[config.mk]
export PLATFORM = sky130hd
export DESIGN_NAME = sorted_array_priority_queue
export DESIGN_NICKNAME = d
export VERILOG_FILES = /design/src/hw/rtl/sapq_pkg.sv /design/src/hw/rtl/sorted_array_priority_queue.sv
export SDC_FILE = /design/constraint.sdc
export NUM_CORES = 1
export LEC_CHECK = 0
export ABC_CLOCK_PERIOD_IN_PS = 14000
export BUFFER_PORTS_ARGS = -buffer_cell sky130_fd_sc_hd__buf_2
export CORE_UTILIZATION = 40
export DETAILED_ROUTE_END_ITERATION = 10
export MAX_ROUTING_LAYER = met4
export PLACE_DENSITY_LB_ADDON = 0.15
export RECOVER_POWER = 100
export SYNTH_ARGS = -nofsm -noshare
export SYNTH_HDL_FRONTEND = slang
export SYNTH_SLANG_ARGS = --single-unit
export TNS_END_PERCENT = 30
[constraint.sdc]
create_clock -name clk -period 14 [get_ports clk]
set_input_delay 0.7 -clock clk [delete_from_list [all_inputs] [get_ports clk]]
set_output_delay 0.7 -clock clk [all_outputs]
set_load 0.005 [all_outputs]
[src/hw/rtl/sapq_pkg.sv]
// Shared constants and widths for the sorted-array priority queue.
`timescale 1ns / 1ps
`default_nettype none
package sapq_pkg;

	localparam int CAPACITY = 8;
	localparam int VALUE_W  = 32;
	localparam int COUNT_W  = 4;
	localparam int STATUS_W = 2;
	localparam int CNT_W    = $clog2(CAPACITY + 1);
	localparam int IDX_W    = (CAPACITY > 1) ? $clog2(CAPACITY) : 1;

	// output tdata: removed_value, count, head_value, zero fill to whole bytes
	localparam int OUT_BITS   = VALUE_W + COUNT_W + VALUE_W;
	localparam int OUT_DATA_W = ((OUT_BITS + 7) / 8) * 8;

	localparam logic KIND_INSERT = 1'b0;
	localparam logic KIND_DELETE = 1'b1;

	localparam logic [STATUS_W-1:0] ST_OK       = 2'd0;
	localparam logic [STATUS_W-1:0] ST_OVERFLOW = 2'd1;
	localparam logic [STATUS_W-1:0] ST_EMPTY    = 2'd2;

endpackage
`default_nettype wire

[src/hw/rtl/sorted_array_priority_queue.sv]
// Sorted-array priority queue: entries in a registered-read RAM, sequenced insert/delete.
// A refused request goes from start to done. A delete moves the count - 1 entries behind
// the head, each with a read step and a compare-and-write step; an insert so moves each
// entry not smaller than the value, then writes the value in a read step at the head,
// else in a compare step. One request at a time; each entry move is a read, then a write.
// Reset: arst_n clears count, state and output valid; RAM contents undefined until written.
`timescale 1ns / 1ps
`default_nettype none
module sorted_array_priority_queue (
	input  wire logic                             clk,
	input  wire logic                             arst_n,
	input  wire logic                             s_tvalid,
	output logic                                  s_tready,
	input  wire logic [sapq_pkg::VALUE_W-1:0]     s_tdata,  // [31:0] value
	input  wire logic [0:0]                       s_tuser,  // [0] kind
	output logic                                  m_tvalid,
	input  wire logic                             m_tready,
	output logic [sapq_pkg::OUT_DATA_W-1:0]       m_tdata,  // [31:0] removed_value,
	                                                        // [35:32] count,
	                                                        // [67:36] head_value, [71:68] zero
	output logic [sapq_pkg::STATUS_W-1:0]         m_tuser   // [1:0] status
);
	import sapq_pkg::*;

	typedef enum logic [6:0] {
		S_IDLE    = 7'b0000001,
		S_START   = 7'b0000010,
		S_INS_RD  = 7'b0000100,
		S_INS_CMP = 7'b0001000,
		S_DEL_RD  = 7'b0010000,
		S_DEL_CMP = 7'b0100000,
		S_DONE    = 7'b1000000
	} state_t;

	state_t state_q, state_d;

	logic                 kind_q;
	logic [VALUE_W-1:0]   value_q;
	logic [CNT_W-1:0]     cnt_q, cnt_d;
	logic [IDX_W-1:0]     idx_q, idx_d;
	logic [VALUE_W-1:0]   head_q, head_d;
	logic [VALUE_W-1:0]   removed_q, removed_d;
	logic [STATUS_W-1:0]  status_q, status_d;

	logic                 out_valid_q;
	logic [STATUS_W-1:0]  out_status_q;
	logic [VALUE_W-1:0]   out_removed_q;
	logic [COUNT_W-1:0]   out_count_q;
	logic [VALUE_W-1:0]   out_head_q;
	logic                 out_free;
	logic                 out_load;

	// entry RAM: one write and one registered read per cycle
	logic [VALUE_W-1:0]   mem [CAPACITY];
	logic                 mem_we;
	logic [IDX_W-1:0]     mem_waddr;
	logic [VALUE_W-1:0]   mem_wdata;
	logic [IDX_W-1:0]     mem_raddr;
	logic [VALUE_W-1:0]   mem_rdata_q;

	logic [CNT_W-1:0]     idx_next;

	always_ff @(posedge clk) begin
		if (mem_we)
			mem[mem_waddr] <= mem_wdata;
		mem_rdata_q <= mem[mem_raddr];
	end

	assign s_tready = (state_q == S_IDLE);
	assign out_free = !out_valid_q || m_tready;
	assign out_load = (state_q == S_DONE) && out_free;
	assign idx_next = CNT_W'(idx_q) + CNT_W'(1);

	// A shift reads the neighbor in its read step, then writes the slot the previous
	// step freed in its compare step.
	always_comb begin
		state_d   = state_q;
		cnt_d     = cnt_q;
		idx_d     = idx_q;
		head_d    = head_q;
		removed_d = removed_q;
		status_d  = status_q;
		mem_we    = 1'b0;
		mem_waddr = idx_q;
		mem_wdata = value_q;
		mem_raddr = idx_q;

		case (state_q)
			S_IDLE: begin
				if (s_tvalid)
					state_d = S_START;
			end
			S_START: begin
				removed_d = '0;
				status_d  = ST_OK;
				if (kind_q == KIND_INSERT) begin
					if (cnt_q == CNT_W'(CAPACITY)) begin
						status_d = ST_OVERFLOW;
						state_d  = S_DONE;
					end else begin
						idx_d   = cnt_q[IDX_W-1:0];
						state_d = S_INS_RD;
					end
				end else begin
					if (cnt_q == '0) begin
						status_d = ST_EMPTY;
						state_d  = S_DONE;
					end else begin
						removed_d = head_q;
						cnt_d     = cnt_q - CNT_W'(1);
						idx_d     = '0;
						state_d   = (cnt_q == CNT_W'(1)) ? S_DONE : S_DEL_RD;
					end
				end
			end
			S_INS_RD: begin
				if (idx_q == '0) begin
					// value becomes the new head
					mem_we  = 1'b1;
					head_d  = value_q;
					cnt_d   = cnt_q + CNT_W'(1);
					state_d = S_DONE;
				end else begin
					mem_raddr = idx_q - IDX_W'(1);
					state_d   = S_INS_CMP;
				end
			end
			S_INS_CMP: begin
				mem_we = 1'b1;
				// equal entries move up so the new value lands in front of them
				if ($signed(mem_rdata_q) >= $signed(value_q)) begin
					mem_wdata = mem_rdata_q;
					idx_d     = idx_q - IDX_W'(1);
					state_d   = S_INS_RD;
				end else begin
					cnt_d   = cnt_q + CNT_W'(1);
					state_d = S_DONE;
				end
			end
			S_DEL_RD: begin
				mem_raddr = idx_next[IDX_W-1:0];
				state_d   = S_DEL_CMP;
			end
			S_DEL_CMP: begin
				mem_we    = 1'b1;
				mem_wdata = mem_rdata_q;
				if (idx_q == '0)
					head_d = mem_rdata_q;
				if (idx_next < cnt_q) begin
					idx_d   = idx_next[IDX_W-1:0];
					state_d = S_DEL_RD;
				end else begin
					state_d = S_DONE;
				end
			end
			S_DONE: begin
				if (out_free)
					state_d = S_IDLE;
			end
			default: begin
				state_d = S_IDLE;
			end
		endcase
	end

	always_ff @(posedge clk or negedge arst_n) begin
		if (!arst_n) begin
			state_q     <= S_IDLE;
			cnt_q       <= '0;
			out_valid_q <= 1'b0;
		end else begin
			state_q <= state_d;
			cnt_q   <= cnt_d;
			if (out_load)
				out_valid_q <= 1'b1;
			else if (m_tready)
				out_valid_q <= 1'b0;
		end
	end

	always_ff @(posedge clk) begin
		idx_q     <= idx_d;
		head_q    <= head_d;
		removed_q <= removed_d;
		status_q  <= status_d;
		if (s_tvalid && s_tready) begin
			kind_q  <= s_tuser[0];
			value_q <= s_tdata;
		end
		if (out_load) begin
			out_status_q  <= status_q;
			out_removed_q <= removed_q;
			out_count_q   <= COUNT_W'(cnt_q);
			out_head_q    <= (cnt_q == '0) ? '0 : head_q;
		end
	end

	assign m_tvalid = out_valid_q;
	assign m_tuser  = out_status_q;
	assign m_tdata  = {(OUT_DATA_W - OUT_BITS)'(0), out_head_q, out_count_q, out_removed_q};

`ifndef SYNTHESIS
	a_cnt_range: assert property (@(posedge clk) disable iff (!arst_n)
		cnt_q <= CNT_W'(CAPACITY))
		else $error("count above capacity");

	a_out_from_done: assert property (@(posedge clk) disable iff (!arst_n)
		$rose(out_valid_q) |-> $past(state_q == S_DONE))
		else $error("result loaded outside done step");

	a_empty_result: assert property (@(posedge clk) disable iff (!arst_n)
		out_valid_q && out_status_q == ST_EMPTY |-> out_count_q == '0 && out_head_q == '0
			&& out_removed_q == '0)
		else $error("empty result carries data");

	a_write_in_range: assert property (@(posedge clk) disable iff (!arst_n)
		mem_we |-> CNT_W'(mem_waddr) <= cnt_q)
		else $error("RAM write beyond filled region");
`endif

endmodule
`default_nettype wire

; Word level (Yosys, flattened, before mapping)
; Memory sizes are Yosys's and may differ from the RTL's. A register that Yosys moved wholly into a read port is not among the register bits.
; Cells that the tools add are included.
[totals]
memories = 1
output_inout_bits = 76
mem_bits_rw = 256
reg_bits = 184
[op_classes]
mux = 38
n_eq_ne = 20
add_sub_neg = 4
order_cmp = 2
n_reduce_logical = 15
[mem_list]
columns = memory, words, word_bits, read_ports, rd_ports_with_merged_regs, write_ports, line
row1 = mem, 8, 32, 1, 1, 1, sorted_array_priority_queue.sv:54  ; logic [VALUE_W-1:0] mem [CAPACITY];
[ops]
columns = cell, count
row1 = $mux W32, 4
row2 = $pmux W32 S2, 2
row3 = $mux W7, 9
row4 = $pmux W7 S7, 1
row5 = $ge A32 B32 Y1, 1
row6 = $mux W3, 6
row7 = $ne A2 B2 Y1 const B, 9
row8 = $mux W4, 4
row9 = $pmux W4 S3, 1
row10 = $reduce_and A5 Y1, 2
row11 = $pmux W3 S3, 1
row12 = $eq A7 B1 Y1 const B, 1
row13 = $eq A7 B2 Y1 const B, 1
row14 = $eq A7 B3 Y1 const B, 1
row15 = $eq A7 B4 Y1 const B, 1
row16 = $eq A7 B5 Y1 const B, 1
row17 = $eq A7 B6 Y1 const B, 1
row18 = $eq A7 B7 Y1 const B, 1
row19 = $mux W1, 6
row20 = $ne A3 B3 Y1 const B, 2
row21 = $pmux W3 S2, 1
row22 = $reduce_bool A3 Y1, 2
row23 = $add A3 B1 Y4 const B, 1
row24 = $add A4 B1 Y4 const B, 1
row25 = other kinds (16), 19

; Longest topological paths before layout
; Gate-level depths: netlist of the first run.
[logic_depth]
word_depth = 5
depth_mapped = 11
mapped_depth_nobuf = 9

; Worst setup path after synthesis of the first run
; No wires, ideal clock.
[synth_path]
path_kind = reg-to-reg
start = reg state_q[3]
end = reg out_status_q[0], in the netlist m_tuser[0], enable pin
n_path_buf = 0
t_arrival_ps = 4218
path_stages_with_launch = 5
path_slack_ps = 9276
required_ps = 13494
cell_sequence = dfrtp_1 -> nor3_1 -> nor3b_1 -> nand3b_1 -> nor2b_1
[synth_between]
elab_chain_len = 2
[synth_rtl]
columns = element, line
row1 = start: declaration, sorted_array_priority_queue.sv:35  ; state_t state_q, state_d;
row2 = start signal: assignment, sorted_array_priority_queue.sv:172  ; state_q <= state_d;
row3 = $eq A7 B7 Y1, sorted_array_priority_queue.sv:71  ; assign out_load = (state_q == S_DONE) && out_free;
row4 = $logic_and A1 B1 Y1, sorted_array_priority_queue.sv:71
row5 = via out_load, sorted_array_priority_queue.sv:51  ; logic out_load;
row6 = end signal: assignment, sorted_array_priority_queue.sv:191  ; out_status_q <= status_q;
row7 = end: declaration, sorted_array_priority_queue.sv:46  ; logic [STATUS_W-1:0] out_status_q;
; The timed path passes the listed nets, and every way through them passes these cells.
; A chain may end at the register's enable or synchronous reset.

; Worst setup path after layout of the first run
[layout_path]
start = reg state_q[4]
end = reg mem_rdata_q[18] (read register of mem)
[layout_between]
elab_chain_len = 2
word_cells_on_any_way = 3
cone_classes = eq/ne (2) / mux (1)
[layout_rtl]
columns = element, line
row1 = $eq A7 B5 Y1 or $eq A7 B3 Y1 (tied branches), sorted_array_priority_queue.sv:88  ; case (state_q)
row2 = $pmux W3 S2 *, sorted_array_priority_queue.sv:88
row3 = end: declaration, sorted_array_priority_queue.sv:59  ; logic [VALUE_W-1:0] mem_rdata_q;
; Every way passes the cells marked *; elsewhere a longest branch is shown, timed or not.

==> load_flow_metrics.sql, run 1 <==
INSERT INTO impl_metrics (metric_group, metric, value, unit) VALUES
('timing', 'layout_worst_path_cycle_share', '58.2', '%'),
('synth', 'async_flop_share', '2.54', '%'),
('synth', 'netlist_top_cells_area', 'edfxtp_1 69%, mux4_2 4.3%, mux4_1 3.9%', ''),
('clock_network', 'postCtsSetupRepairBufs', '0', ''),
('worst_setup_path', 'crit_arrival', '8.61', 'ns'),
('synth', 'multiplexer_share_of_the_synthesized_area', '12.3', '%'),
('worst_setup_path', 'worst-endpoint-required', '14.46', 'ns'),
('outcome', 'status', 'complete, but fails checks', ''),
('synth', 'yosys_warnings', '0', ''),
('worst_setup_path', 'crit_cells', '8', ''),
('placed_design', 'hpwl', '22300', 'µm'),
('clock_network', 'clkTransAtPathRegs', '0.06', 'ns'),
('timing', 'final-max-slew-violation-count', '586', ''),
('worst_setup_path', 'worstSetupPathType', 'register to register', ''),
('floorplanning', 'top_level_ports', '113', ''),
('timing', 'totalNegativeSetupSlack', '0', 'ns'),
('pwr', 'pwr_density_cell', '167', 'mW/mm²'),
('synth', 'synth_compound_area_share', '2.88', '%'),
('worst_setup_path', 'r2r-end', 'mem_rdata_q[18]', ''),
('timing', 'max_freq', '123', 'MHz'),
('synth', 'synth_seq_area_share', '73.6', '%'),
('outcome', 'violations_in_the_final_reports', 'capacitance limit, slew limit', ''),
('pwr', 'irDropWorstVdd', '0.000100', 'V'),
('clock_network', 'holdBufCountCts', '1', ''),
('run', 'timing.max_cap.violations', '18', ''),
('timing', 'fin_worst_skew', '0.0291', 'ns'),
('drt', 'drt_pre_antenna_iters', '5', ''),
('placed_design', 'place.gp.congestion', '0.796', ''),
('floorplanning', 'initial_core_util', '40.9', '%'),
('finish', 'fillerInstances', '3935', ''),
('grt', 'antenna_violations_before_repair', '0', ''),
('floorplanning', 'coreArea', '0.0458', 'mm²'),
('synth', 'synthAdderAreaFrac', '2.80', '%'),
('worst_setup_path', 'critPathSlowestCell', 'clkbuf_1', ''),
('clock_network', 'cts_root_buf', 'clkbuf_16', ''),
('timing', 'period_minus_slack', '8.15', 'ns'),
('clock_network', 'tritoncts', 'built', ''),
('timing', 'final-hold-violation-count', '0', ''),
('clock_network', 'cts_repair_resize_count', '0', ''),
('drt', 'drt_wl_total', '37600', 'µm'),
('floorplanning', 'die_area', '0.0477', 'mm²'),
('synth', 'leading_register_cell_type_out_of_synthesis', 'edfxtp_1', ''),
('synth', 'synth_cells', '1009', ''),
('grt', 'first_global_vias', '9084', ''),
('worst_setup_path', 'critPathCapture', 'mem_rdata_q[18]', ''),
('floorplanning', 'placement_rows', '78', ''),
('worst_setup_path', 'worst-r2r-cell-count', '8', ''),
('floorplanning', 'die_x', '218', 'µm'),
('synth', 'synth.top_cell.area_share', '68.6', '%'),
('clock_network', 'largest_buffer_count_on_any_clock_path', '3', ''),
('grt', 'global_route.usage.met2', '25.5', '%'),
('synth', 'yosysMostFrequentCell', 'edfxtp_1', ''),
('grt', 'use_met3', '3.13', '%'),
('placed_design', 'io_buffer_count', '108', ''),
('worst_setup_path', 'r2r-start', 'state_q[4]', ''),
('grt', 'grt_max_degree', '71', ''),
('synth', 'synth_edf_count', '428', ''),
('clock_network', 'cts_inserted_buffers', '48', ''),
('worst_hold_path', 'hold_class', 'input port to register', ''),
('grt', 'top_usage_layer', 'met2', ''),
('worst_setup_path', 'crit_path_end_kind', 'register', ''),
('drt', 'vias_per_cell', '5.06', ''),
('drt', 'via_count', '9047', ''),
('synth', 'yosys-top-cells-count', '428 x edfxtp_1, 62 x mux2_2, 50 x nand2_1', ''),
('worst_setup_path', 'ff2ff_setup_slack', '5.85', 'ns'),
('clock_network', 'h-tree-depth', '2', ''),
('finish', 'num-nets-final', '1230', ''),
('grt', 'grt_util_all_layers', '16.6', '%'),
('worst_setup_path', 'path_delay_family', 'buffers and inverters', ''),
('synth', 'largest_family_of_logic_cells_by_synthesized_area', 'multiplexers', ''),
('timing', 'relSlewSlack', '-146', '%');
==> flip-flops by register name, summed over array words and instances (netlist names) <==
name,count
idx_q,3
status_q,2
out_removed_q,32
out_head_q,32
head_q,32
mem,256
mem_rdata_q,32
kind_q,1
m_tvalid,1
state_q,7
cnt_q,4
m_tuser,2
removed_q,32
out_count_q,4
value_q,32
==> through the flow <==
stage                     util (%)  setup WS [ns]  hold WS (ns)  area, µm²
after CTS                     47.3           9.63         0.252      21700
final                         46.8           5.85         0.287      21400
after global routing          46.8           4.90         0.264      21400
after detailed placement      43.7           9.64         0.406      20000
after floorplan                  -           9.28         0.400      18700
after global placement        43.7           9.73         0.401      20000
==> layout by cell type (no fill, tap or decap), types with 7 or more instances in the layout <==
master and n:
edfxtp_1 428, clkbuf_1 74, buf_2 60, nand2_1 50
clkbuf_16 48, inv_1 42, o21ai_0 42, ha_1 42
mux4_2 36, nor2b_1 34, mux2_1 32, mux2_2 32
dfxtp_1 32, mux4_1 28, and2_0 24, nor2_1 17
a21oi_1 16, and2_1 12, dfrtp_1 11, nand4_1 9
clkinv_2 9, bufinv_16 7
==> kinds of logic after synthesis <==
| logic type | after synthesis |
|---|---|
| xor+xnor | 6 |
| simple gates | 187 |
| compound gates | 86 |
| mux | 132 |
| fa+ha+maj | 42 |
| other cells | 1 |
| buf+inv | 83 |
| flops | 472 |
==> cell type report <==
class | instances | area [µm²] | share of cell area [%]
multi-input cells | 457 | 4520 | 21.1
clock buffers | 63 | 1310 | 6.10
repair buffers | 128 | 573 | 2.67
well taps | 600 | 751 | 3.50
clock inverters | 25 | 325 | 1.52
flip-flops and latches | 472 | 13800 | 64.3
inverters | 44 | 166 | 0.776
==> worst reg2reg max path: stages, from the launching register on <==
cell and delay, ns:
dfrtp_1 0.41, nor4_1 0.66, and4bb_4 0.40, and2_0 0.48, nor2_8 0.07, xnor2_1 2.44, clkbuf_1 2.52, mux4_1 0.80
mux2_2 0.27
==> per-layer routing <==
| layer | vias to the layer above | part of all wire, % |
|---|---|---|
| met1 | 4558 | 47 |
| met5 | - | 0 |
| met3 | 59 | 4.7 |
| met2 | 212 | 46 |
| li1 | 4218 | - |
| met4 | 0 | 2.1 |
==> where the power goes <==
part           switching [W]  internal, W
Sequential         0.0000588      0.00171
Combinational       0.000305     0.000197
Clock               0.000524     0.000788
Total               0.000888      0.00269
==> worst min path at each step <==
stage                        startpoint                end  slack, ns  cells after the start
after floorplan                  arst_n           cnt_q[0]       0.40                      0
after global placement    removed_q[17]  out_removed_q[17]       0.40                      0
after detailed placement    status_q[1]         m_tuser[1]       0.41                      0
after CTS                   s_tdata[24]        value_q[24]       0.25                      1
after global routing        s_tdata[20]        value_q[20]       0.26                      1
final                       s_tdata[24]        value_q[24]       0.29                      1
No activity file was read; power rests on OpenSTA's default activity.
==> inputs of run 2 (changes only) <==
- ABC_CLOCK_PERIOD_IN_PS: 14000 -> 7800
- clock period: 14 -> 7.8 ns (I/O delays scaled with it)
==> load_flow_metrics.sql, run 2 (synthesis results as in run 1) <==
INSERT INTO impl_metrics (metric_group, metric, value, unit) VALUES
('grt', 'grt_util_all_layers', '16.9', '%'),
('drt', 'via_count', '9172', ''),
('worst_hold_path', 'hold_class', 'input port to register', ''),
('clock_network', 'postCtsSetupRepairBufs', '0', ''),
('placed_design', 'io_buffer_count', '108', ''),
('grt', 'grt_first_pass_wirelength', '57400', 'µm'),
('clock_network', 'tritoncts', 'built', ''),
('timing', 'max_freq', '176', 'MHz'),
('finish', 'max_reg_flops', '256', ''),
('pwr', 'total_leakage_power', '7.48', 'nW'),
('drt', 'post_drt_wl_per_cell', '20.9', 'µm'),
('worst_setup_path', 'timing.critical_path.fanout_max', '22', ''),
('worst_setup_path', 'crit_path_end_kind', 'register', ''),
('pwr', 'pwr_density_cell', '298', 'mW/mm²'),
('floorplanning', 'initial_core_util', '40.9', '%'),
('worst_setup_path', 'cpPeakStageDelay', '1.35', 'ns'),
('worst_setup_path', 'critPathSlowestCell', 'clkbuf_1', ''),
('timing', 'layout_worst_path_cycle_share', '73.0', '%'),
('timing', 'final-max-slew-violation-count', '517', ''),
('worst_setup_path', 'path_delay_family', 'compound AO/OA/AOI/OAI gates', ''),
('worst_setup_path', 'critical_path.cell_chain', 'inv_1 > ha_1 > nand4_1 > nor4_1 > o31a_1 > o21ai_0 > a41oi_1 > clkbuf_1 > mux2_1', ''),
('placed_design', 'dp.cells', '1700', ''),
('floorplanning', 'placement_rows', '78', ''),
('clock_network', 'cts_inserted_buffers', '49', ''),
('timing', 'period_minus_slack', '5.70', 'ns'),
('drt', 'drcViolationCount', '0', ''),
('floorplanning', 'die-height', '218', 'µm'),
('finish', 'final_common_cell', 'edfxtp_1', ''),
('timing', 'totalNegativeSetupSlack', '0', 'ns'),
('clock_network', 'h-tree-depth', '2', ''),
('finish', 'largest-register', 'mem', ''),
('timing', 'fin_worst_skew', '0.0168', 'ns'),
('timing', 'final-hold-violation-count', '0', ''),
('finish', 'drive_above_1_share', '17.5', '%'),
('clock_network', 'largest_buffer_count_on_any_clock_path', '3', ''),
('floorplanning', 'coreArea', '0.0458', 'mm²'),
('placed_design', 'hpwl', '22300', 'µm'),
('clock_network', 'cts_root_buf', 'clkbuf_16', ''),
('worst_setup_path', 'worst-endpoint-required', '8.07', 'ns'),
('finish', 'fin_cells', '1820', ''),
('floorplanning', 'top_level_ports', '113', ''),
('clock_network', 'clkTransAtPathRegs', '0.06', 'ns'),
('drt', 'drt.antenna.violating_nets', '0', ''),
('grt', 'antenna_violations_before_repair', '0', ''),
('timing', 'rsz0062_at_grt', 'no', ''),
('drt', 'drt_wl_total', '38100', 'µm'),
('finish', 'number_of_antenna_diodes', '0', ''),
('drt', 'dr.first_iter.drc_count', '607', ''),
('drt', 'vias_per_cell', '5.04', ''),
('worst_setup_path', 'crit_arrival', '5.97', 'ns'),
('worst_setup_path', 'startpoint_type', 'register', ''),
('floorplanning', 'die_area', '0.0477', 'mm²'),
('worst_setup_path', 'worst-path-buf-inv', '2', ''),
('finish', 'num-nets-final', '1261', ''),
('clock_network', 'insertion_delay', '0.58', 'ns'),
('grt', 'first_global_vias', '9272', ''),
('floorplanning', 'die_x', '218', 'µm'),
('finish', 'area_growth', '16.3', '%'),
('outcome', 'violations_in_the_final_reports', 'capacitance limit, slew limit', ''),
('finish', 'highest_count_cells_in_the_layout_ignoring_fill_and_taps', '428 x edfxtp_1, 76 x clkbuf_1, 58 x buf_2, 50 x nand2_1, 49 x clkbuf_16', ''),
('placed_design', 'place.gp.congestion', '0.795', ''),
('worst_setup_path', 'worstSetupPathType', 'register to register', ''),
('grt', 'grt_max_degree', '71', ''),
('timing', 'relSlewSlack', '-144', '%'),
('drt', 'drt_pre_antenna_iters', '5', ''),
('finish', 'fillerInstances', '3900', ''),
('timing', 'finalSetupViolations', '0', ''),
('grt', 'overflow', '0', ''),
('pwr', 'irDropWorstVdd', '0.000170', 'V'),
('clock_network', 'cts.sink_count', '472', ''),
('timing', 'tightestPinTransition', '3.66', 'ns'),
('run', 'timing.max_cap.violations', '18', ''),
('outcome', 'status', 'complete, but fails checks', '');
-- run 2: changes by cell type in the layout (fill, tap and decap cells not counted), moves of 5 or more --
cell / delta
clkinv_2: -6
clkinv_1: +7
dlygate4sd3_1: +30
clkinvlp_4: -5
-- run 2: final cells by class --
cell class / count / area (µm²) / area share, %
Timing Repair Buffer: 158 / 876 / 4.02
Inverter: 44 / 166 / 0.763
Multi-Input combinational cell: 457 / 4540 / 20.8
Sequential cell: 472 / 13800 / 63.3
Clock buffer: 66 / 1330 / 6.10
Clock inverter: 23 / 337 / 1.54
Tap cell: 600 / 751 / 3.44
-- run 2: what timing repair did --
item | 4_1_cts | 5_1_grt
gates resized for setup | 0 | 0
hold buffers | 31 | 0
hold endpoints to repair | 42 | 0
-- run 2: worst register-to-register path, stage by stage, from the launching register on --
cell and delay, ns:
edfxtp_1 0.34, inv_1 0.05, ha_1 0.42, nand4_1 0.26, nor4_1 0.65, o31a_1 0.32, o21ai_0 0.13, a41oi_1 1.32
clkbuf_1 1.35, mux2_1 0.55
-- run 2: worst paths after layout --
check	startpoint	end	slack, ns	depth (start not counted)
worst min-delay path	s_tdata[12]	value_q[12]	0.06	1
worst max-delay path	value_q[31]	mem[3][8]	2.10	9
max in group asynchronous	arst_n	m_tvalid	6.98	2
worst min register to register	removed_q[28]	out_removed_q[28]	0.42	0
worst max register to register	value_q[31]	mem[3][8]	2.10	9
min in group asynchronous	arst_n	state_q[2]	0.38	2
-- run 2: metal layers --
layer / vias up / global-route usage [%] / part of all wire (%)
li1: 4288 / - / -
met1: 4623 / 22.7 / 47
met2: 195 / 26.4 / 47
met3: 66 / 2.60 / 4.0
met4: 0 / 5.52 / 2.3
met5: - / - / 0
-- run 2: through the flow --
| step | hold WS [ns] | setup slack [ns] | power [W] | util, % | instance area [µm²] |
|---|---|---|---|---|---|
| after floorplan | 0.0944 | 3.08 | 0.00385 | - | 18700 |
| after global placement | 0.289 | 3.54 | 0.00414 | 43.7 | 20000 |
| after detailed placement | 0.288 | 3.43 | 0.00416 | 43.7 | 20000 |
| after CTS | 0.00238 | 3.41 | 0.00660 | 48.0 | 22000 |
| after global routing | 0.0460 | 1.66 | 0.00680 | 47.6 | 21800 |
| final | 0.0625 | 2.10 | 0.00649 | 47.6 | 21800 |
-- run 2: power breakdown --
part	switching [W]	internal (W)	leakage, nW	total (W)
logic	0.000548	0.000360	2.37	0.000909
clock network	0.000930	0.00149	0.810	0.00242
registers	0.000107	0.00306	4.30	0.00317
